===== config.mk =====
export PLATFORM = sky130hd
export DESIGN_NAME = utf8_char_assembler
export DESIGN_NICKNAME = d
export VERILOG_FILES = /design/src/design/utf8ca_pkg.sv /design/src/design/utf8_char_assembler.sv
export SDC_FILE = /design/constraint.sdc
export NUM_CORES = 1
export LEC_CHECK = 0
export BUFFER_PORTS_ARGS = -buffer_cell sky130_fd_sc_hd__buf_4
export CELL_PAD_IN_SITES_DETAIL_PLACEMENT = 2
export CELL_PAD_IN_SITES_GLOBAL_PLACEMENT = 2
export CORE_MARGIN = 2
export CORE_UTILIZATION = 23
export DETAILED_ROUTE_END_ITERATION = 8
export PLACE_DENSITY = 0.55
export SETUP_SLACK_MARGIN = 0.05
export SLEW_MARGIN = 30
export SYNTH_ARGS = -nofsm -noshare
export SYNTH_HDL_FRONTEND = slang
export SYNTH_SLANG_ARGS = --single-unit

===== constraint.sdc =====
create_clock -name clk -period 4.9 [get_ports clk]
set_input_delay 0.98 -clock clk [delete_from_list [all_inputs] [get_ports clk]]
set_output_delay 0.98 -clock clk [all_outputs]
set_load 0.01 [all_outputs]

===== src/design/utf8ca_pkg.sv =====
// utf8ca_pkg: constants and helper functions for the utf-8 character assembler
// no dependencies; imported by utf8_char_assembler
`default_nettype none

package utf8ca_pkg;

  // longest sequence the gather buffer holds
  localparam int unsigned MaxSeqBytes = 6;
  localparam int unsigned CountW      = 3;
  localparam int unsigned NeedW       = 4;

  typedef logic [7:0]        byte_t;
  typedef logic [CountW-1:0] count_t;
  typedef logic [NeedW-1:0]  need_t;

  localparam count_t SeqFullCount = count_t'(MaxSeqBytes);
  localparam byte_t  NulByte      = 8'h00;
  localparam byte_t  NewlineByte  = 8'h0a;

  // overlong-form masks on the first and second byte
  localparam byte_t Len2MaskB0 = 8'h1e;
  localparam byte_t Len3MaskB0 = 8'h0f;
  localparam byte_t Len3MaskB1 = 8'h20;
  localparam byte_t Len4MaskB0 = 8'h07;
  localparam byte_t Len4MaskB1 = 8'h30;
  localparam byte_t Len5MaskB0 = 8'h03;
  localparam byte_t Len5MaskB1 = 8'h38;
  localparam byte_t Len6MaskB0 = 8'h01;
  localparam byte_t Len6MaskB1 = 8'h3c;

  // run of leading ones, a plain ascii byte counts as one
  function automatic need_t lead_ones(input byte_t b);
    need_t n;
    if      (!b[7]) n = 4'd1;
    else if (!b[6]) n = 4'd1;
    else if (!b[5]) n = 4'd2;
    else if (!b[4]) n = 4'd3;
    else if (!b[3]) n = 4'd4;
    else if (!b[2]) n = 4'd5;
    else if (!b[1]) n = 4'd6;
    else if (!b[0]) n = 4'd7;
    else            n = 4'd8;
    return n;
  endfunction

  // shortest-form check for a complete sequence
  function automatic logic form_ok(input count_t len, input byte_t b0, input byte_t b1);
    logic ok;
    case (len)
      3'd1: ok = 1'b1;
      3'd2: ok = |(b0 & Len2MaskB0);
      3'd3: ok = |(b0 & Len3MaskB0) || |(b1 & Len3MaskB1);
      3'd4: ok = |(b0 & Len4MaskB0) || |(b1 & Len4MaskB1);
      3'd5: ok = |(b0 & Len5MaskB0) || |(b1 & Len5MaskB1);
      3'd6: ok = |(b0 & Len6MaskB0) || |(b1 & Len6MaskB1);
      default: ok = 1'b0;
    endcase
    return ok;
  endfunction

endpackage

`default_nettype wire


===== src/design/utf8_char_assembler.sv =====
// utf8_char_assembler: gathers a byte stream into utf-8 characters of up to six bytes
// depends on utf8ca_pkg (types, overlong masks, lead_ones, form_ok)
//
// usage
//   input channel: one byte per word on in_byte_in, taken when in_valid is high
//   and in_stall is low
//   output channel: one character per word (bytes, length, newline flag, display
//   width), taken when out_valid is high and out_stall is low
//   a byte first lands in an input register; from there it is merged with the
//   gather buffer and, if it completes a valid character, the character is loaded
//   into the output register
//   throughput is one byte per cycle while the receiver does not stall; the single-pass
//   decode between the input register and the output register sets that figure
//   nul bytes, overlong forms and runs that cannot complete (0xfe/0xff leads) are
//   dropped silently and produce no word
//   when the receiver stalls, the output register holds its word and the input
//   register takes one more byte before in_stall rises
//   reset (rst_n low, synchronous) empties both registers and the gather count
`default_nettype none

module utf8_char_assembler (
  input  wire                  clk,
  input  wire                  rst_n,
  input  wire                  in_valid,
  output logic                 in_stall,
  input  utf8ca_pkg::byte_t    in_byte_in,
  output logic                 out_valid,
  input  wire                  out_stall,
  output logic [47:0]          out_char_bytes,
  output utf8ca_pkg::count_t   out_char_length,
  output logic                 out_newline_flag,
  output logic [1:0]           out_display_width
);
  import utf8ca_pkg::*;

  // input register
  logic   s1_valid_r;
  byte_t  s1_byte_r;

  // gather state: bytes beyond the count are never read
  byte_t  gather_r [MaxSeqBytes];
  count_t cnt_r, cnt_nxt;

  // output register
  logic        out_valid_r;
  logic [47:0] char_bytes_r, char_bytes_nxt;
  count_t      char_length_r;
  logic        newline_r, newline_nxt;
  logic [1:0]  width_r, width_nxt;

  logic   s2_free, s1_fire, in_fire;
  logic   seq_full, nul_drop, emit, store_byte;
  count_t have;
  byte_t  first_b, second_b;
  need_t  need;

  // handshake: the output register frees when empty or being taken
  assign s2_free  = !out_valid_r || !out_stall;
  assign s1_fire  = s1_valid_r && s2_free;
  assign in_stall = s1_valid_r && !s2_free;
  assign in_fire  = in_valid && !in_stall;

  // decode of the pending byte against the gather buffer
  always_comb begin
    seq_full = (cnt_r == SeqFullCount);
    have     = cnt_r + 3'd1;
    first_b  = (cnt_r == 3'd0) ? s1_byte_r : gather_r[0];
    second_b = (cnt_r == 3'd1) ? s1_byte_r : gather_r[1];
    need     = lead_ones(first_b);
    nul_drop = (cnt_r == 3'd0) && (s1_byte_r == NulByte);

    emit       = 1'b0;
    store_byte = 1'b0;
    cnt_nxt    = 3'd0;
    if (seq_full || nul_drop) begin
      // seventh byte of a lead that never completes, or a nul: drop all
      cnt_nxt = 3'd0;
    end else if (need > {1'b0, have}) begin
      // still gathering
      store_byte = 1'b1;
      cnt_nxt    = have;
    end else if ((need == {1'b0, have}) && form_ok(have, first_b, second_b)) begin
      emit = 1'b1;
    end
  end

  // assembled character word, bytes past the length stay zero
  always_comb begin
    for (int i = 0; i < MaxSeqBytes; i++) begin
      if (count_t'(i) < cnt_r) begin
        char_bytes_nxt[8*i +: 8] = gather_r[i];
      end else if (count_t'(i) == cnt_r) begin
        char_bytes_nxt[8*i +: 8] = s1_byte_r;
      end else begin
        char_bytes_nxt[8*i +: 8] = 8'h00;
      end
    end
    newline_nxt = (have == 3'd1) && (first_b == NewlineByte);
    width_nxt   = (have > 3'd1) ? 2'd2 : 2'd1;
  end

  // input register
  always_ff @(posedge clk) begin
    if (!rst_n) begin
      s1_valid_r <= 1'b0;
    end else if (in_fire) begin
      s1_valid_r <= 1'b1;
    end else if (s1_fire) begin
      s1_valid_r <= 1'b0;
    end
  end

  always_ff @(posedge clk) begin
    if (in_fire) begin
      s1_byte_r <= in_byte_in;
    end
  end

  // gather count and buffer
  always_ff @(posedge clk) begin
    if (!rst_n) begin
      cnt_r <= 3'd0;
    end else if (s1_fire) begin
      cnt_r <= cnt_nxt;
    end
  end

  always_ff @(posedge clk) begin
    if (s1_fire && store_byte) begin
      gather_r[cnt_r] <= s1_byte_r;
    end
  end

  // output register
  always_ff @(posedge clk) begin
    if (!rst_n) begin
      out_valid_r <= 1'b0;
    end else if (s2_free) begin
      out_valid_r <= s1_valid_r && emit;
    end
  end

  always_ff @(posedge clk) begin
    if (s1_fire && emit) begin
      char_bytes_r  <= char_bytes_nxt;
      char_length_r <= have;
      newline_r     <= newline_nxt;
      width_r       <= width_nxt;
    end
  end

  assign out_valid         = out_valid_r;
  assign out_char_bytes    = char_bytes_r;
  assign out_char_length   = char_length_r;
  assign out_newline_flag  = newline_r;
  assign out_display_width = width_r;

`ifndef SYNTH
  // gather count never passes the buffer depth
  a_cnt_range: assert property (@(posedge clk) disable iff (!rst_n)
    cnt_r <= SeqFullCount)
    else $error("gather count out of range");

  // an emitted character always leaves the gather buffer empty
  a_emit_clears: assert property (@(posedge clk) disable iff (!rst_n)
    (s1_fire && emit) |=> (cnt_r == 3'd0))
    else $error("gather count not cleared after emit");

  // a newline word is the single byte 0x0a
  a_newline_form: assert property (@(posedge clk) disable iff (!rst_n)
    (out_valid_r && newline_r) |-> (char_length_r == 3'd1 &&
      char_bytes_r[7:0] == NewlineByte))
    else $error("newline flag on a non-newline word");

  // display width follows the length
  a_width_len: assert property (@(posedge clk) disable iff (!rst_n)
    out_valid_r |-> ((char_length_r == 3'd1) == (width_r == 2'd1)) &&
      char_length_r != 3'd0 && char_length_r <= SeqFullCount)
    else $error("display width does not match length");

  // stall on input only while a byte is held
  a_stall_held: assert property (@(posedge clk) disable iff (!rst_n)
    in_stall |-> (s1_valid_r && out_valid_r))
    else $error("input stalled with nothing pending");
`endif

endmodule

`default_nettype wire


==> impl_results.md <==
* Via density at approximately 4.6
* CP max FO at 17
* Clk_lat worst skew at 410 ps
* Pwr Density at about 380 nW/um2
* Die height at between 150 and 200 um
* Placed Area at 5880 um2
* CP arrival at 4410 ps
* Crit Path Class: reg -> reg
* Synth area leaders: edfxtp_1 66%, nand2_1 4.5%, o21ai_0 2.7%
* Final period util at 87.8%
* Fin util at 30.1%
* Top_reg_cell synth: edfxtp_1
* Post-route ant nets at 0
* Worst slew pin tran at 865 ps
* CORE AREA at approximately 21,000 um2
* Adder-cell share of the synthesized area at 2.26%
* Syn avg cell area at 12.9 um2
* Most frequent cell after synthesis: edfxtp_1
* Drt total wl at 14,100 um
* Mux contribution to synthesized area at about 1.1%
* H-tree depth reported by CTS at 4
* Post-synthesis cell type count at 54
* Peak supply drop at ~0.18 mV
* First-pass GRT wire length at 21,800 um
* Synth Area in Compound Gates at 10.4%
* Final instance area at 6370 um2
* WL/cell at 18.8 um
* Syn_nets at between 400 and 500
* Max-capacitance violation count at 0
* Cell Area, Synth at 4990 um2
* Fillers at approximately 2,300
* Most common library cells after synthesis: 110 x edfxtp_1, 60 x nand2_1, 34 x nor2_1, 27 x o21ai_0, 15 x clkbuf_1
* Seq cells post-synth at approximately 120
* Largest net degree at the start of global routing at 39
* CTS Sinks at 115
* Final setup violation count at 0
* ANT cells at 0
* Register area share after synthesis at 68.2%
* Bufs on Longest Clock Path at 2
* NumNets Final at 487
* DR iter-0 viols at around 220
* Cell Rows at 53
* CTS resizes at 0
* Crit end category: flop
* EDFF count, synth at 110
* Clock slew at reported path FFs at 50 ps
* Area growth from synthesis to layout at 27.5%
* Setup TNS after final layout at 0 ps
* Total global-route track usage at 13.1%
* Hold Crit Class: reg -> reg
* Postcts setup bufs at 0
* Root buffer cell: clkbuf_16
* Worst Skew at 8.79 ps
* Register area at 3400 um2
* Buffers on Ports at 67
* GPL Wtd Cong at 0.778
* Leak at 0.00224 uW
* Final hold viol count at 0
* Initial antenna violation count at 0
* Total vias in the final route at 3,423
* Die ar. at 22,900 um2
* Hold-fix buffers at CTS at 0
* Grt met3 use at a little under 3%
* RSZ-0062 raised after global routing: no
* Io pins at just under 70
* Post-synth top area share at about 66%
* Total grt overflow at 0
* Status: finished clean
* Yosys Warn Count at 0
* Min Clock Period, post-route at 4300 ps
* Vias in the first global route at between 3,000 and 4,000
* Pre-antenna DRT Iters at 4
* Max_slew headroom at roughly 42%
* Largest family of logic cells by synthesized area: simple AND/OR/NAND/NOR gates
* Achievable Freq at 232 MHz
* Ratio of cells with drive above 1 in the final layout at 26.3%
* Ys async rst share at 0%
* Simple-Gate Fraction of Synth Area at 14.9%
* Post-DP HPWL at 9280 um
* Multi-input logic area at between 1000 and 1500 um2
* Die X at 151 um
* Drc violations at 0
* Met2 Usage GRT at between 20 and 25%
* Met1 Use GR at 16.6%
* XOR/XNOR Fraction of Synth Area at 0.175%
* CTS buffer count at 17
* Mapped Cells at 387
* Synth area leader: edfxtp_1
* Final-report max-slew violation count at 0
* Worst EP required at ~5000 ps
* TritonCTS clock tree: done
* Initial Util at around a quarter
* Top Usage Layer GRT: met2
* Crit start category: flop
==> through the flow <==
stage / hold WS [ps] / cells / worst slack, ps / power [uW]
CTS: 540 / 751 / 623 / 2440
global route: 555 / 751 / 168 / 2500
global placement: 524 / 722 / 807 / 1390
detailed placement: 528 / 722 / 648 / 1400
finish: 525 / 751 / 598 / 2400
floorplan: 496 / 387 / 370 / 1290
==> layer usage <==
metal	wire length [um]	share of wire [%]
met2	7140	50
met3	571	4.0
met4	169	1.2
met5	0	0
met1	6260	44
==> kinds of logic (layout without fill, tap and decap cells) <==
logic type               count (synthesis)  after routing
AO/OA/AOI/OAI                           78             78
XOR/XNOR                                 1              1
buffers and inverters                   35            124
AND/OR/NAND/NOR                        144            144
adder cells (fa/ha/maj)                  9              9
multiplexers                             5              5
flip-flops                             115            115
==> sequential cells by signal, indices dropped and copies added, names as in the netlist <==
register and flops:
s1_valid_r 1, s1_byte_r 8, out_newline_flag 1, out_display_width 2, cnt_r 3, out_valid 1
gather_r 48, out_char_length 3, out_char_bytes 48
==> worst paths after layout <==
check                  from            endpoint  slack, ps  depth (start not counted)
min          gather_r[2][3]  out_char_bytes[19]        530                          2
min reg2reg  gather_r[2][3]  out_char_bytes[19]        530                          2
max reg2reg        cnt_r[0]      gather_r[3][7]        600                         14
max                cnt_r[0]      gather_r[3][7]        600                         14
==> worst max-delay path: stages, from the launching register on <==
cell and delay, ps:
dfxtp_1 670, inv_2 280, ha_1 540, nand2b_4 240, mux2_4 350, a211o_1 300
a22oi_1 180, nor2_1 60, ha_1 200, nor2b_1 100, o21ai_0 80, a32oi_1 370
o21ai_2 190, nor4_2 210, buf_4 220
==> where the power goes <==
| part | internal, uW | leakage [uW] | switching, uW |
|---|---|---|---|
| clock network | 624 | 0.000239 | 404 |
| logic | 85.7 | 0.000939 | 138 |
| registers | 1130 | 0.00106 | 22.2 |
==> cell usage in the layout, fill, tap and decap left out, types with 9 or more instances in the layout <==
| cell type | n |
|---|---|
| a21oi_1 | 12 |
| a22o_1 | 9 |
| a31oi_1 | 11 |
| buf_4 | 84 |
| clkbuf_16 | 17 |
| edfxtp_1 | 110 |
| ha_1 | 9 |
| nand2_1 | 60 |
| nor2_1 | 33 |
| nor2b_1 | 14 |
| o21ai_0 | 27 |
==> layout make-up <==
class | instances | share of cell area, %
clock buffer | 20 | 6.86
timing repair buffer | 85 | 10.2
inverter | 10 | 0.590
tap | 275 | 5.40
multi-input combinational | 237 | 22.8
clock inverter | 9 | 0.688
sequential | 115 | 53.4
(Power assumes the default switching activity.)
